<file path="config.mk">
export PLATFORM = sky130hd
export DESIGN_NAME = adc_channel_scan_sequencer
export DESIGN_NICKNAME = d
export VERILOG_FILES = /design/src/hdl/acs_pkg.sv /design/src/hdl/acs_cfg_regs.sv /design/src/hdl/acs_seq_core.sv /design/src/hdl/adc_channel_scan_sequencer.sv
export SDC_FILE = /design/constraint.sdc
export NUM_CORES = 1
export LEC_CHECK = 0
export BUFFER_PORTS_ARGS = -buffer_cell sky130_fd_sc_hd__buf_2
export CELL_PAD_IN_SITES_DETAIL_PLACEMENT = 1
export CELL_PAD_IN_SITES_GLOBAL_PLACEMENT = 1
export CORE_UTILIZATION = 34
export CTS_BUF_LIST = sky130_fd_sc_hd__clkbuf_8
export CTS_CLUSTER_SIZE = 20
export DETAILED_ROUTE_END_ITERATION = 16
export PLACE_DENSITY_LB_ADDON = 0.1
export SETUP_SLACK_MARGIN = 0.1
export SYNTH_ARGS = -nofsm -noshare
export SYNTH_HDL_FRONTEND = slang
export SYNTH_SLANG_ARGS = --single-unit
export TNS_END_PERCENT = 20
</file>
<file path="constraint.sdc">
create_clock -name clk_i -period 6 [get_ports clk_i]
set_input_delay 1.2 -clock clk_i [delete_from_list [all_inputs] [get_ports clk_i]]
set_output_delay 1.2 -clock clk_i [all_outputs]
set_load 0.1 [all_outputs]
</file>
<file path="src/hdl/acs_pkg.sv">
// shared types, codes and constants of the adc channel scan sequencer
package acs_pkg;

  // channel capacity of the sequencer (channel field is 4 bits wide)
  localparam int unsigned MaxChannels = 16;
  localparam int unsigned ChanFieldCap = 16;
  localparam int unsigned ChanCap =
    (MaxChannels < ChanFieldCap) ? MaxChannels : ChanFieldCap;

  // configuration register indexes
  localparam logic [2:0] CfgChannelCount = 3'd0;
  localparam logic [2:0] CfgSettleTicks  = 3'd1;
  localparam logic [2:0] CfgPollLimit    = 3'd2;
  localparam logic [2:0] CfgAcrEnable    = 3'd3;
  localparam logic [2:0] CfgAcrChannel   = 3'd4;

  // configuration reset values
  localparam logic [4:0] RstChannelCount = 5'd16;
  localparam logic [7:0] RstSettleTicks  = 8'd8;
  localparam logic [7:0] RstPollLimit    = 8'hFF;

  // stream word widths
  localparam int unsigned InDataW  = 72;
  localparam int unsigned InUserW  = 2;
  localparam int unsigned OutDataW = 40;
  localparam int unsigned OutUserW = 5;

  typedef enum logic [1:0] {
    CmdTick    = 2'd0,
    CmdLock    = 2'd1,
    CmdTrigger = 2'd2,
    CmdRenew   = 2'd3
  } cmd_e;

  typedef enum logic [2:0] {
    StIdle    = 3'd0,
    StOpen    = 3'd1,
    StOpening = 3'd2,
    StTrigger = 3'd3,
    StReadI   = 3'd4,
    StReadV   = 3'd5,
    StClose   = 3'd6,
    StHalt    = 3'd7
  } seq_state_e;

  typedef enum logic [2:0] {
    ActNone     = 3'd0,
    ActDeselect = 3'd1,
    ActOpen     = 3'd2,
    ActTrigger  = 3'd3,
    ActReadI    = 3'd4,
    ActReadV    = 3'd5,
    ActReinit   = 3'd6
  } action_e;

  typedef struct packed {
    logic [4:0] channel_count;
    logic [7:0] settle_ticks;
    logic [7:0] poll_limit;
    logic       acr_enable;
    logic [3:0] acr_channel;
  } cfg_t;

  typedef struct packed {
    cmd_e        cmd;
    logic [3:0]  ir_channel;
    logic        ready_current;
    logic        ready_voltage;
    logic [31:0] current_word;
    logic [31:0] voltage_word;
  } item_t;

  typedef struct packed {
    action_e     action;
    logic [3:0]  channel;
    logic        store_current;
    logic        store_voltage;
    logic [31:0] sample_value;
    logic        acr_drive;
    logic [2:0]  phase;
  } result_t;

endpackage

</file>
<file path="src/hdl/acs_cfg_regs.sv">
// configuration register file of the scan sequencer
module acs_cfg_regs import acs_pkg::*; (
  input  logic       clk_i,
  input  logic       rst_ni,
  input  logic       cfg_valid_i,
  output logic       cfg_ready_o,
  input  logic [2:0] cfg_index_i,
  input  logic [7:0] cfg_data_i,
  output cfg_t       cfg_o
);

  cfg_t cfg_q, cfg_d;

  // writes are always taken
  assign cfg_ready_o = 1'b1;

  // register write decode, unknown indexes are dropped
  always_comb begin
    cfg_d = cfg_q;
    if (cfg_valid_i) begin
      unique case (cfg_index_i)
        CfgChannelCount: cfg_d.channel_count = cfg_data_i[4:0];
        CfgSettleTicks:  cfg_d.settle_ticks  = cfg_data_i;
        CfgPollLimit:    cfg_d.poll_limit    = cfg_data_i;
        CfgAcrEnable:    cfg_d.acr_enable    = cfg_data_i[0];
        CfgAcrChannel:   cfg_d.acr_channel   = cfg_data_i[3:0];
        default:         cfg_d = cfg_q;
      endcase
    end
  end

  always_ff @(posedge clk_i or negedge rst_ni) begin
    if (!rst_ni) begin
      cfg_q.channel_count <= RstChannelCount;
      cfg_q.settle_ticks  <= RstSettleTicks;
      cfg_q.poll_limit    <= RstPollLimit;
      cfg_q.acr_enable    <= 1'b0;
      cfg_q.acr_channel   <= 4'd0;
    end else begin
      cfg_q <= cfg_d;
    end
  end

  assign cfg_o = cfg_q;

endmodule

</file>
<file path="src/hdl/acs_seq_core.sv">
// sequencer state registers and one-step next-state logic
module acs_seq_core import acs_pkg::*; (
  input  logic    clk_i,
  input  logic    rst_ni,
  input  logic    step_en_i,
  input  item_t   item_i,
  input  cfg_t    cfg_i,
  output result_t result_o
);

  localparam logic [4:0] ChanCapW = 5'(ChanCap);

  seq_state_e state_q, state_d;
  logic [3:0] scan_q, scan_d;
  logic [7:0] settle_q, settle_d;
  logic [8:0] poll_q, poll_d;
  logic [3:0] lock_ch_q, lock_ch_d;
  logic [3:0] saved_q, saved_d;
  logic       lock_act_q, lock_act_d;
  logic       lock_sw_q, lock_sw_d;
  logic       mux_rdy_q, mux_rdy_d;

  logic [4:0] wrap_bound;
  logic [4:0] next_chan;
  logic [7:0] settle_inc;
  logic [8:0] poll_inc;
  logic       poll_exhausted;
  logic       ready_sel;
  logic       keep_chan;
  result_t    res;

  // wrap point of the scan and shared counter arithmetic
  assign wrap_bound     = (cfg_i.channel_count > ChanCapW) ? ChanCapW : cfg_i.channel_count;
  assign next_chan      = {1'b0, scan_q} + 5'd1;
  assign settle_inc     = settle_q + 8'd1;
  assign poll_inc       = poll_q + 9'd1;
  assign poll_exhausted = poll_q >= {1'b0, cfg_i.poll_limit};
  assign ready_sel      = (state_q == StReadI) ? item_i.ready_current : item_i.ready_voltage;

  // next state of one word
  always_comb begin
    state_d    = state_q;
    scan_d     = scan_q;
    settle_d   = settle_q;
    poll_d     = poll_q;
    lock_ch_d  = lock_ch_q;
    saved_d    = saved_q;
    lock_act_d = lock_act_q;
    lock_sw_d  = lock_sw_q;
    mux_rdy_d  = mux_rdy_q;

    unique case (item_i.cmd)
      CmdLock: begin
        saved_d    = scan_q;
        lock_ch_d  = item_i.ir_channel;
        lock_act_d = 1'b1;
        mux_rdy_d  = 1'b0;
      end
      CmdTrigger: begin
        state_d = StTrigger;
      end
      CmdRenew: begin
        scan_d     = saved_q;
        lock_act_d = 1'b0;
        lock_sw_d  = 1'b0;
        state_d    = StIdle;
      end
      CmdTick: begin
        unique case (state_q)
          StIdle: begin
            state_d  = StOpen;
            settle_d = 8'd0;
            scan_d   = 4'd0;
          end
          StOpen: begin
            settle_d = 8'd0;
            state_d  = StOpening;
            if (lock_act_q) begin
              lock_sw_d = 1'b1;
              scan_d    = lock_ch_q;
            end
          end
          StOpening: begin
            settle_d = settle_inc;
            if (settle_inc >= cfg_i.settle_ticks) begin
              state_d  = (lock_act_q && lock_sw_q) ? StHalt : StTrigger;
              settle_d = 8'd0;
            end
          end
          StTrigger: begin
            poll_d  = 9'd0;
            state_d = StReadI;
          end
          StReadI, StReadV: begin
            if (ready_sel) begin
              state_d = (state_q == StReadI) ? StReadV : StClose;
            end else begin
              poll_d = poll_inc;
              // too many failed polls: restart the scan
              if (poll_exhausted) begin
                state_d    = StIdle;
                scan_d     = 4'd0;
                saved_d    = 4'd0;
                lock_act_d = 1'b0;
                lock_sw_d  = 1'b0;
              end
            end
          end
          StClose: begin
            if (!lock_act_q) begin
              scan_d  = (next_chan >= wrap_bound) ? 4'd0 : next_chan[3:0];
              state_d = StOpen;
            end else if (mux_rdy_q) begin
              state_d = StHalt;
            end else begin
              scan_d  = lock_ch_q;
              state_d = StOpen;
            end
          end
          StHalt: begin
            mux_rdy_d = 1'b1;
          end
          default: begin
            state_d = state_q;
          end
        endcase
      end
      default: begin
        state_d = state_q;
      end
    endcase
  end

  // result of one word
  always_comb begin
    res        = '0;
    res.action = ActNone;
    keep_chan  = 1'b0;
    if (item_i.cmd == CmdTick) begin
      unique case (state_q)
        StIdle: begin
          res.action = ActDeselect;
        end
        StOpen: begin
          res.action    = ActOpen;
          res.acr_drive = cfg_i.acr_enable && (cfg_i.acr_channel == scan_d);
        end
        StTrigger: begin
          res.action = ActTrigger;
        end
        StReadI: begin
          if (item_i.ready_current) begin
            res.action        = ActReadI;
            res.sample_value  = item_i.current_word;
            res.store_current = item_i.current_word != 32'd0;
          end else if (poll_exhausted) begin
            // reinit is reported on the old channel
            res.action = ActReinit;
            keep_chan  = 1'b1;
          end
        end
        StReadV: begin
          if (item_i.ready_voltage) begin
            res.action        = ActReadV;
            res.sample_value  = item_i.voltage_word;
            res.store_voltage = item_i.voltage_word != 32'd0;
          end else if (poll_exhausted) begin
            res.action = ActReinit;
            keep_chan  = 1'b1;
          end
        end
        default: begin
          res.action = ActNone;
        end
      endcase
    end
    res.channel = keep_chan ? scan_q : scan_d;
    res.phase   = state_d;
  end

  assign result_o = res;

  // state update once per processed word
  always_ff @(posedge clk_i or negedge rst_ni) begin
    if (!rst_ni) begin
      state_q    <= StIdle;
      scan_q     <= 4'd0;
      settle_q   <= 8'd0;
      poll_q     <= 9'd0;
      lock_ch_q  <= 4'd0;
      saved_q    <= 4'd0;
      lock_act_q <= 1'b0;
      lock_sw_q  <= 1'b0;
      mux_rdy_q  <= 1'b0;
    end else if (step_en_i) begin
      state_q    <= state_d;
      scan_q     <= scan_d;
      settle_q   <= settle_d;
      poll_q     <= poll_d;
      lock_ch_q  <= lock_ch_d;
      saved_q    <= saved_d;
      lock_act_q <= lock_act_d;
      lock_sw_q  <= lock_sw_d;
      mux_rdy_q  <= mux_rdy_d;
    end
  end

endmodule

</file>
<file path="src/hdl/adc_channel_scan_sequencer.sv">
// top level of the adc channel scan sequencer with stream ports
//
// Each word on the slave stream is one timer tick or command for a scan
// sequencer that drives paired current and voltage converters behind an
// analog mux. Every word produces exactly one result word on the master
// stream: the action to perform (deselect, open mux, trigger, read,
// reinit), the channel concerned, the sample read and status flags.
// Configuration registers are written over the cfg channel, which is always
// ready; write them only while no word is in flight.
// A word lands in the input register, then the one-step sequencer logic
// loads its result into the result register when that register is empty or
// its result is being taken.
// Throughput is one word per cycle while results are taken; the result and
// input registers form a two-deep pipe, so a new word is taken while a
// result waits. When the receiver stalls, the result holds, the input
// register fills, and then s_axis_tready_o drops until the result is taken.
// Reset clears the pipe, puts the sequencer in idle on channel 0 with no
// channel lock, and loads the default configuration.
module adc_channel_scan_sequencer import acs_pkg::*; (
  input  logic                clk_i,
  input  logic                rst_ni,
  // slave stream
  input  logic                s_axis_tvalid_i,
  output logic                s_axis_tready_o,
  // ir_channel[3:0], ready_current[4], ready_voltage[5],
  // current_word[37:6], voltage_word[69:38], zero fill [71:70]
  input  logic [InDataW-1:0]  s_axis_tdata_i,
  // cmd[1:0]
  input  logic [InUserW-1:0]  s_axis_tuser_i,
  // master stream
  output logic                m_axis_tvalid_o,
  input  logic                m_axis_tready_i,
  // channel[3:0], sample_value[35:4], acr_drive[36], phase[39:37]
  output logic [OutDataW-1:0] m_axis_tdata_o,
  // action[2:0], store_current[3], store_voltage[4]
  output logic [OutUserW-1:0] m_axis_tuser_o,
  // configuration write channel
  input  logic                cfg_valid_i,
  output logic                cfg_ready_o,
  input  logic [2:0]          cfg_index_i,
  input  logic [7:0]          cfg_data_i
);

  cfg_t    cfg;
  item_t   in_q, in_d;
  logic    in_valid_q, in_valid_d;
  result_t out_q;
  result_t step_res;
  logic    out_valid_q, out_valid_d;
  logic    advance;
  logic    in_take;

  // configuration registers
  acs_cfg_regs u_cfg (
    .clk_i      (clk_i),
    .rst_ni     (rst_ni),
    .cfg_valid_i(cfg_valid_i),
    .cfg_ready_o(cfg_ready_o),
    .cfg_index_i(cfg_index_i),
    .cfg_data_i (cfg_data_i),
    .cfg_o      (cfg)
  );

  // pipe control
  assign advance         = in_valid_q && (!out_valid_q || m_axis_tready_i);
  assign s_axis_tready_o = !in_valid_q || advance;
  assign in_take         = s_axis_tvalid_i && s_axis_tready_o;

  // unpack the incoming word
  always_comb begin
    in_d               = in_q;
    if (in_take) begin
      in_d.cmd           = cmd_e'(s_axis_tuser_i[1:0]);
      in_d.ir_channel    = s_axis_tdata_i[3:0];
      in_d.ready_current = s_axis_tdata_i[4];
      in_d.ready_voltage = s_axis_tdata_i[5];
      in_d.current_word  = s_axis_tdata_i[37:6];
      in_d.voltage_word  = s_axis_tdata_i[69:38];
    end
  end

  assign in_valid_d  = in_take || (in_valid_q && !advance);
  assign out_valid_d = advance || (out_valid_q && !m_axis_tready_i);

  // sequencer step
  acs_seq_core u_core (
    .clk_i    (clk_i),
    .rst_ni   (rst_ni),
    .step_en_i(advance),
    .item_i   (in_q),
    .cfg_i    (cfg),
    .result_o (step_res)
  );

  // valid flags
  always_ff @(posedge clk_i or negedge rst_ni) begin
    if (!rst_ni) begin
      in_valid_q  <= 1'b0;
      out_valid_q <= 1'b0;
    end else begin
      in_valid_q  <= in_valid_d;
      out_valid_q <= out_valid_d;
    end
  end

  // payload registers
  always_ff @(posedge clk_i) begin
    in_q <= in_d;
    if (advance) begin
      out_q <= step_res;
    end
  end

  // pack the result word
  assign m_axis_tvalid_o = out_valid_q;
  assign m_axis_tdata_o  = {out_q.phase, out_q.acr_drive, out_q.sample_value, out_q.channel};
  assign m_axis_tuser_o  = {out_q.store_voltage, out_q.store_current, out_q.action};

  // store flags only come with the matching read
  assert property (@(posedge clk_i) disable iff (!rst_ni)
    out_valid_q && (out_q.store_current || out_q.store_voltage) |->
      (out_q.store_current && out_q.action == ActReadI) ||
      (out_q.store_voltage && out_q.action == ActReadV))
    else $error("store flag without matching read action");

  // drive pulse only when the mux opens
  assert property (@(posedge clk_i) disable iff (!rst_ni)
    out_valid_q && out_q.acr_drive |-> out_q.action == ActOpen)
    else $error("acr drive outside of mux open");

  // sample value is zero unless a converter was read
  assert property (@(posedge clk_i) disable iff (!rst_ni)
    out_valid_q && out_q.action != ActReadI && out_q.action != ActReadV |->
      out_q.sample_value == 32'd0)
    else $error("nonzero sample without read");

  // a buffered word is never dropped while waiting
  assert property (@(posedge clk_i) disable iff (!rst_ni)
    in_valid_q && !advance |=> in_valid_q && $stable(in_q))
    else $error("buffered input word lost");

endmodule
</file>
==> flow_summary.ini, run 1 <==
[outcome]
outcome = finished clean

[detailed_routing]
vias = 5793
first_iter_violations = 247
wire_per_inst_um = 18.4
final_antenna_net_count = 0
via_per_inst = 5.07
drt_wl_total_um = 21000
first_pass_iters = 4
drc_errors = 0

[worst_setup_path]
max_stage_delay_ns = 0.62
r2r_end = m_axis_tdata_o[3]$_DFFE_PP_
crit_path_cell_trace = inv_1 > ha_1 > a211oi_1 > o211ai_1 > a21oi_1 > nor2_1 > a21oi_1 > inv_1 > o21ai_0
worst_setup_path_end_kind = register
crit_path_top_delay_cell = a21oi_1
path_buf_inv = 2
r2r_start = u_cfg.cfg_o[12]$_DFFE_PN1P_
start_kind = register
worstPathMaxFanout = 8
critPathRequiredTime_ns = 6.28
reg2reg_slack_ns = 2.85
ff2ff_path_depth = 9
critical-path-top-delay-family = compound AO/OA/AOI/OAI gates
critPathArrivalTime_ns = 3.43
critPathKind = register to register

[synthesis]
netlist_area_sq_um = 8160
avgSynthCellArea_sq_um = 12.0
synth-edff-count = 117
synth_top_family_by_area = simple AND/OR/NAND/NOR gates
ys_seq_elements = 180
synth_compound_area_share_pct = 12.2
yosysSeqAreaShare_pct = 62.5
yosysWarnings = 0
synth-xor-area-share_pct = 1.40
synthAdderAreaFrac_pct = 4.45
muxShareOfSynthArea_pct = 2.87
syn_inst = 681
synthesis.nets = 800
async_flop_share_pct = 35.0
synthSimpleGateAreaFrac_pct = 13.3
synth_cell_type_count = 58
ys.flop_type = edfxtp_1

[global_routing]
grt_max_degree = 65
gr-usage-all-layers_pct = 17.9
grt_pass1_vias = 6154
overflow = 0
grt_pass1_wl_um = 33100
grt_antenna_before_repair = 2

[sta]
hold_viol = 0
maxSlewViolCount = 0
final.setup_skew_ns = 0.0231
grt_setup_unrepaired = false
relSlewSlack_pct = 42.9
finalSetupTns_ns = 0
finalSetupViolCount = 0
fmax_mhz = 318
layout_min_cycle_time_ns = 3.15
hold_ws_ns = 0.485
tightest_slew_ns = 0.853
post-route-period-util_pct = 52.5

[cells_and_area]
drive_above_1_share_pct = 25.6
antenna_cells = 0
final_common_cell = buf_2
utilization_pct = 40.8
areaGrowthSynthToFinish_pct = 17.5
final_cell_mix = 134 x buf_2, 117 x edfxtp_1, 63 x nor2_1
nNetsFinal = 929

[die]
die_area_sq_um = 24600
core_sq_um = 23500
io_pins = 138
fp.dieH_um = 157
rows = 56
start_util_pct = 34.8
die_w_um = 157

[power_and_ir_drop]
leakage_nw = 3.84
ir_worst_vdd_mv = 0.176
power_density_nw_per_um2 = 331

[hold_path]
whs_endpoint = u_core.lock_ch_q[3]$_DFFE_PN0P_
hold_path_depth = 1
min_from = in_q[69]$_DFFE_PP_
hp-class = register to register

[clocking]
cts-root-buf = clkbuf_8
clockBufferDepth = 2
numCtsBuffers = 17
h-tree-depth = 4
clkTransAtPathRegs_ns = 0.11
hold_buffers = 0
cts.sinks = 180
cts_resized = 0
cts_tree = built
insertion_delay_ns = 0.47
post_cts.repair.setup_buffers = 0

[placement]
hpwl_um = 15100
port-buffer-count = 134
place.gp.congestion = 0.783

[job]
max-cap-violations = 0
==> metrics by stage <==
step,power (mW),worst slack [ns],std cells,instance area (sq um)
after floorplan,2.14,1.78,681,8160
after global placement,2.32,2.75,1110,9170
after detailed placement,2.36,2.64,1110,9170
after CTS,3.21,2.77,1142,9580
after global routing,3.33,2.47,1142,9580
final,3.17,2.85,1142,9580
==> cells by family (layout without fill, tap and decap cells) <==
family,after synthesis,in the layout
AOI/OAI and AO/OA,152,152
xor gates and xnor gates,13,13
adders and majority gates,29,29
buffers and inverters,65,207
DFF,180,180
muxes,21,21
other,1,1
and+or+nand+nor,220,220
==> registers in the layout, indices dropped and copies added (netlist names) <==
register           count
u_cfg.cfg_o           26
in_valid_q             1
m_axis_tuser_o         5
u_core.poll_q          9
u_core.state_q         3
u_core.lock_act_q      1
m_axis_tvalid_o        1
u_core.saved_q         4
u_core.settle_q        8
m_axis_tdata_o        40
u_core.lock_sw_q       1
u_core.mux_rdy_q       1
in_q                  72
u_core.scan_q          4
u_core.lock_ch_q       4
==> Yosys cell counts (2+ instances only) <==
master / count / area [sq um]
nand3b_1: 3 / 22.5
a21boi_0: 2 / 15.0
nor3_1: 8 / 40.0
a211o_1: 2 / 17.5
a22o_1: 3 / 26.3
o31ai_1: 2 / 15.0
a32oi_1: 2 / 17.5
nor4_1: 16 / 100
nand4_1: 13 / 81.3
mux2i_1: 2 / 20.0
nand3_1: 12 / 60.1
nor3b_1: 4 / 30.0
a31oi_1: 3 / 18.8
and3_1: 5 / 31.3
o211ai_1: 5 / 37.5
dfstp_2: 10 / 263
clkbuf_1: 25 / 93.8
buf_4: 2 / 15.0
buf_2: 3 / 15.0
a21oi_1: 25 / 125
o211a_1: 2 / 20.0
mux2_2: 19 / 214
o22ai_1: 3 / 18.8
and2_1: 3 / 18.8
a22oi_1: 32 / 240
nor2_1: 63 / 236
and3b_1: 2 / 17.5
a21o_1: 7 / 52.6
edfxtp_1: 117 / 3510
inv_1: 34 / 128
a32o_1: 3 / 30.0
nor2b_1: 8 / 50.1
ha_1: 29 / 363
nand2_1: 55 / 206
nand2b_1: 13 / 81.3
a31o_2: 2 / 17.5
dfrtp_1: 53 / 1330
xor2_1: 8 / 70.1
xnor2_1: 5 / 43.8
a211oi_1: 6 / 45.0
o21ai_0: 45 / 225
or3_1: 8 / 50.1
o21a_1: 2 / 15.0
==> how the worst max path moves through the flow <==
| stage | depth (start not counted) | slack [ns] | start | to |
|---|---|---|---|---|
| floorplan | 2 | 1.78 | m_axis_tready_i | in_q[0]$_DFFE_PP_ |
| global placement | 8 | 2.75 | m_axis_tready_i | u_core.scan_q[3]$_DFFE_PN0P_ |
| detailed placement | 8 | 2.64 | m_axis_tready_i | u_core.lock_sw_q$_DFFE_PN0P_ |
| CTS | 9 | 2.77 | u_cfg.cfg_o[12]$_DFFE_PN1P_ | m_axis_tdata_o[3]$_DFFE_PP_ |
| global route | 9 | 2.47 | u_cfg.cfg_o[12]$_DFFE_PN1P_ | m_axis_tdata_o[3]$_DFFE_PP_ |
| finish | 9 | 2.85 | u_cfg.cfg_o[12]$_DFFE_PN1P_ | m_axis_tdata_o[3]$_DFFE_PP_ |
==> per-layer routing <==
metal | share of wire [%] | global-route usage (%) | up-vias | wire length (um)
li1 | - | - | 2766 | -
met1 | 44 | 22.0 | 2896 | 9180
met2 | 50 | 30.7 | 113 | 10500
met3 | 5.5 | 5.45 | 16 | 1170
met4 | 0.87 | 3.97 | 2 | 184
met5 | 0.081 | 0 | - | 17
==> power breakdown <==
| group | internal, mW | leakage (nW) | switching, mW | total [mW] |
|---|---|---|---|---|
| sequential | 1.49 | 1.92 | 0.127 | 1.61 |
| clock | 0.321 | 0.204 | 0.526 | 0.847 |
| combinational | 0.229 | 1.72 | 0.480 | 0.708 |
| total | 2.03 | 3.84 | 1.13 | 3.17 |
==> layout make-up <==
cell class,instances,area (sq um)
Clock buffer,17,234
Clock inverter,15,180
Fill cell,2562,13900
Inverter,34,128
Multi-Input combinational cell,436,2820
Sequential cell,180,5100
Tap cell,319,399
Timing Repair Buffer,141,723
(Power assumes the default switching activity.)
==> inputs of run 2 (changes only) <==
==> constraint.sdc (replaced) <==
create_clock -name clk_i -period 2.93 [get_ports clk_i]
set_input_delay 0.586 -clock clk_i [delete_from_list [all_inputs] [get_ports clk_i]]
set_output_delay 0.586 -clock clk_i [all_outputs]
set_load 0.1 [all_outputs]
==> flow_summary.ini, run 2 (synthesis gave the netlist of run 1 again) <==
[global_routing]
overflow = 0
gr-usage-all-layers_pct = 17.7
top_usage_layer = met2
grt_pass1_wl_um = 33200
use_met2_pct = 30.1
grt_use_met1_pct = 21.7
grt_pass1_vias = 6268
grt_max_degree = 73
use_met3_pct = 5.81
grt_antenna_before_repair = 1

[job]
max-cap-violations = 0

[sta]
maxSlewViolCount = 0
tightest_slew_ns = 0.719
finalSetupTns_ns = 0
fmax_mhz = 369
final.setup_skew_ns = 0.0252
hold_ws_ns = 0.143
post-route-period-util_pct = 92.5
finalSetupViolCount = 0
layout_min_cycle_time_ns = 2.71
grt_setup_unrepaired = true
relSlewSlack_pct = 51.7
hold_viol = 0

[worst_setup_path]
r2r_end = m_axis_tdata_o[36]$_SDFFCE_PN0P_
path_buf_inv = 2
crit_path_cell_trace = nand3_1 > xnor2_2 > inv_1 > ha_1 > a21oi_1 > o21ai_0 > buf_4 > o21ai_1 > a41oi_1 > a2bb2oi_2 > xnor2_1 > nor4_2
crit_path_top_delay_cell = dfrtp_1
ff2ff_path_depth = 12
max_stage_delay_ns = 0.45
reg2reg_slack_ns = 0.22
critPathArrivalTime_ns = 3.01
r2r_start = u_core.scan_q[0]$_DFFE_PN0P_
critPathKind = register to register
worstPathMaxFanout = 4
worst_setup_path_end_kind = register
crit_end = m_axis_tdata_o[36]$_SDFFCE_PN0P_
start_kind = register
critical-path-top-delay-family = compound AO/OA/AOI/OAI gates
cp.depth = 12
startpoint = u_core.scan_q[0]$_DFFE_PN0P_
critPathRequiredTime_ns = 3.22

[cells_and_area]
largest_reg_flops = 72
final_area_sq_um = 9780
final_common_cell = buf_2
seqCellArea_sq_um = 5110
nNetsFinal = 946
regMostFlops = in_q
areaGrowthSynthToFinish_pct = 19.8
final_cell_mix = 134 x buf_2, 117 x edfxtp_1, 63 x nor2_1
antenna_cells = 0
drive_above_1_share_pct = 28.1
fillers = 2557
multiInputGateArea_sq_um = 2840

[clocking]
cts_tree = built
cts.sinks = 180
insertion_delay_ns = 0.48
cts-root-buf = clkbuf_8
h-tree-depth = 4
clkTransAtPathRegs_ns = 0.11
clockBufferDepth = 2
numCtsBuffers = 17

[detailed_routing]
via_per_inst = 5.04
final_antenna_net_count = 0
vias = 5840
wire_per_inst_um = 17.9
drt_wl_total_um = 20800
first_pass_iters = 5
first_iter_violations = 203
drc_errors = 0

[power_and_ir_drop]
power_density_nw_per_um2 = 679
p_switching_mw = 2.38
combPwrFrac_pct = 23.9
leakage_nw = 3.95
switching_share_pct = 35.9
ir_worst_vdd_mv = 0.301
intPower_mw = 4.25
p_seq_share_pct = 49.2
clockPowerShare_pct = 26.9

[die]
io_pins = 138
fp.dieH_um = 157
die_area_sq_um = 24600
rows = 56
start_util_pct = 34.8
core_sq_um = 23500
die_w_um = 157

[placement]
place.gp.congestion = 0.815
hpwl_um = 15300
placedInstanceArea_sq_um = 9310
port-buffer-count = 134

[outcome]
outcome = finished clean

[hold_path]
hp-class = primary input to asynchronous set/reset pin
-- run 2: cell count changes in the layout (fill, tap and decap cells not counted), sizes merged --
cell / delta
buf: +17
inv: -2
clkinv: +3
clkinvlp: -1
-- run 2: worst min path at each step --
stage,from,to,slack (ns),cells past startpoint
after floorplan,rst_ni,in_valid_q$_DFF_PN0_,0.29,0
after global placement,in_q[66]$_DFFE_PP_,u_core.lock_ch_q[0]$_DFFE_PN0P_,0.47,1
after detailed placement,in_q[67]$_DFFE_PP_,u_core.lock_ch_q[1]$_DFFE_PN0P_,0.48,1
after CTS,rst_ni,u_cfg.cfg_o[15]$_DFFE_PN0P_,0.13,2
after global routing,rst_ni,u_cfg.cfg_o[15]$_DFFE_PN0P_,0.15,2
final,rst_ni,u_cfg.cfg_o[14]$_DFFE_PN0P_,0.14,2
-- run 2: layer usage --
metal  vias to the layer above  wire length [um]
li1                       2801                 -
met1                      2908              9020
met2                       119             10300
met3                        10              1320
met4                         2               140
met5                         -                13
-- run 2: metrics by stage --
step	cells	setup WS [ns]	util (%)	total power, mW
detailed placement	1127	0.121	39.7	4.90
CTS	1159	0.0841	41.5	6.70
floorplan	681	0.288	-	4.37
global placement	1127	0.166	39.7	4.83
global route	1159	0.000117	41.6	6.99
finish	1159	0.219	41.6	6.63
-- run 2: timing repair --
| item | in CTS | in global routing |
|---|---|---|
| gates resized for setup | 0 | 10 |
| endpoints found under the setup margin | 3 | 9 |
| buffers inserted | 0 | 0 |
| hold buffers | 0 | 0 |
| pin swaps | 0 | 1 |
-- run 2: final cells by class --
type,count,share of cell area (%)
inverter,34,1.31
sequential,180,52.2
multi-input combinational,436,29.1
tap,319,4.08
clock inverter,15,2.07
timing repair buffer,158,8.83
clock buffer,17,2.39
-- run 2: power by group through the flow --
stage               registers [mW]  logic [mW]  clock network (mW)
finish                        3.26        1.58                1.79
global route                  3.30        1.74                1.94
CTS                           3.26        1.59                1.85
detailed placement            3.32        1.58                   0
global placement              3.30        1.53                   0
floorplan                     3.58       0.791                   0
-- run 2: worst reg2reg max path, stage by stage (launching register included) --
cell	delay, ns
dfrtp_1	0.45
nand3_1	0.15
xnor2_2	0.20
inv_1	0.07
ha_1	0.31
a21oi_1	0.15
o21ai_0	0.12
buf_4	0.17
o21ai_1	0.22
a41oi_1	0.17
a2bb2oi_2	0.16
xnor2_1	0.13
nor4_2	0.26
==> inputs of run 3 (changes only) <==
--- a/config.mk
+++ b/config.mk
@@ -12,7 +12,7 @@
 export CTS_BUF_LIST = sky130_fd_sc_hd__clkbuf_8
 export CTS_CLUSTER_SIZE = 20
 export DETAILED_ROUTE_END_ITERATION = 16
-export PLACE_DENSITY_LB_ADDON = 0.1
+export PLACE_DENSITY = 0.73
 export SETUP_SLACK_MARGIN = 0.1
 export SYNTH_ARGS = -nofsm -noshare
 export SYNTH_HDL_FRONTEND = slang
==> flow_summary.ini, run 3 (synthesis gave the netlist of run 1 again) <==
[clocking]
clockBufferDepth = 2
clkTransAtPathRegs_ns = 0.11
insertion_delay_ns = 0.49
h-tree-depth = 4
cts-root-buf = clkbuf_8
cts.sinks = 180
numCtsBuffers = 17
cts_tree = built

[worst_setup_path]
start_kind = register
critPathArrivalTime_ns = 2.92
worst_setup_path_end_kind = register
critPathRequiredTime_ns = 3.24
critPathKind = register to register
worstPathMaxFanout = 4

[cells_and_area]
fillers = 2538
areaGrowthSynthToFinish_pct = 21.1
regMostFlops = in_q
final_cell_mix = 134 x buf_2, 117 x edfxtp_1, 63 x nor2_1
largest_reg_flops = 72
drive_above_1_share_pct = 29.3
multiInputGateArea_sq_um = 2860
seqCellArea_sq_um = 5110
nNetsFinal = 955
final_common_cell = buf_2
antenna_cells = 0
utilization_pct = 42.1

[power_and_ir_drop]
ir_worst_vdd_mv = 0.307
leakage_nw = 4.01
power_density_nw_per_um2 = 680

[die]
die_w_um = 157
start_util_pct = 34.8
rows = 56
die_area_sq_um = 24600
core_sq_um = 23500
fp.dieH_um = 157
io_pins = 138

[global_routing]
overflow = 0
grt_antenna_before_repair = 1
gr-usage-all-layers_pct = 18.0
grt_pass1_vias = 6334
grt_use_met1_pct = 21.9
grt_max_degree = 47
grt_pass1_wl_um = 33600
use_met3_pct = 5.67
use_met2_pct = 29.8
top_usage_layer = met2

[sta]
final.setup_skew_ns = 0.0219
finalSetupTns_ns = 0
relSlewSlack_pct = 50.1
fmax_mhz = 383
maxSlewViolCount = 0
grt_setup_unrepaired = false
hold_viol = 0
layout_min_cycle_time_ns = 2.61
tightest_slew_ns = 0.747
post-route-period-util_pct = 89.2
finalSetupViolCount = 0

[job]
max-cap-violations = 0

[detailed_routing]
drc_errors = 0
wire_per_inst_um = 18.0
via_per_inst = 5.04
vias = 5892
first_pass_iters = 4
first_iter_violations = 213
final_antenna_net_count = 0
drt_wl_total_um = 21000

[outcome]
outcome = finished clean

[placement]
port-buffer-count = 134
hpwl_um = 15500
place.gp.congestion = 0.805

[hold_path]
hp-class = primary input to asynchronous set/reset pin
-- run 3: cell count changes in the layout (fill, tap and decap cells not counted), sizes merged --
| cell | before | now |
|---|---|---|
| buf | 158 | 167 |
| clkinv | 10 | 7 |
| inv | 39 | 42 |
-- run 3: report_power, final --
part           leakage (nW)  total (mW)  internal (mW)  switching, mW
logic                  1.87        1.65          0.573           1.07
clock network         0.219        1.82          0.690           1.13
registers              1.92        3.25           3.04          0.205
total                  4.01        6.72           4.31           2.41
-- run 3: cell type report --
type / count / area share, %
repair buffers: 167 / 9.55
clock inverters: 15 / 2.15
multi-input cells: 436 / 28.9
inverters: 34 / 1.29
well taps: 319 / 4.04
flip-flops and latches: 180 / 51.7
clock buffers: 17 / 2.37
-- run 3: per-stage QoR --
step / setup WS, ns / instances / hold slack, ns / area [sq um] / power, mW
2_1_floorplan: 0.288 / 681 / 0.290 / 8160 / 4.37
4_1_cts: 0.0134 / 1162 / 0.132 / 9790 / 6.74
5_1_grt: 0.120 / 1168 / 0.149 / 9880 / 7.08
6_report: 0.316 / 1168 / 0.140 / 9880 / 6.72
3_5_place_dp: 0.0349 / 1130 / 0.472 / 9350 / 4.89
3_3_place_gp: 0.157 / 1130 / 0.462 / 9350 / 4.83
-- run 3: timing repair --
item / CTS / global route
gates cloned: 0 / 0
pin swaps: 0 / 4
buffers inserted: 0 / 6
endpoints found under the setup margin: 3 / 12
resized for setup: 0 / 14
hold buffers: 0 / 0
-- run 3: final timing paths --
check	from	to	slack [ns]	depth (start not counted)
max in group asynchronous	rst_ni	u_cfg.cfg_o[5]$_DFFE_PN1P_	2.07	2
worst min-delay path	rst_ni	u_core.settle_q[4]$_DFFE_PN0P_	0.14	1
min in group clk_i	s_axis_tdata_i[8]	in_q[34]$_DFFE_PP_	0.26	1
worst max register to register	u_core.scan_q[0]$_DFFE_PN0P_	m_axis_tdata_o[36]$_SDFFCE_PN0P_	0.32	11
worst max-delay path	u_core.scan_q[0]$_DFFE_PN0P_	m_axis_tdata_o[36]$_SDFFCE_PN0P_	0.32	11
worst min register to register	in_q[66]$_DFFE_PP_	u_core.lock_ch_q[0]$_DFFE_PN0P_	0.49	1
-- run 3: worst max-delay path: stages (launching register included) --
cell and delay, ns:
dfrtp_2 0.45, ha_1 0.22, xor2_1 0.19, ha_1 0.29, o211ai_1 0.08, o21ai_0 0.17
buf_4 0.17, a211oi_2 0.08, a211o_1 0.28, a22o_1 0.20, xor2_1 0.15, nor4_2 0.19
-- run 3: metal layers --
metal / wire, um / vias up
li1: - / 2826
met1: 9000 / 2890
met2: 10200 / 134
met3: 1260 / 40
met4: 583 / 2
met5: 10 / -
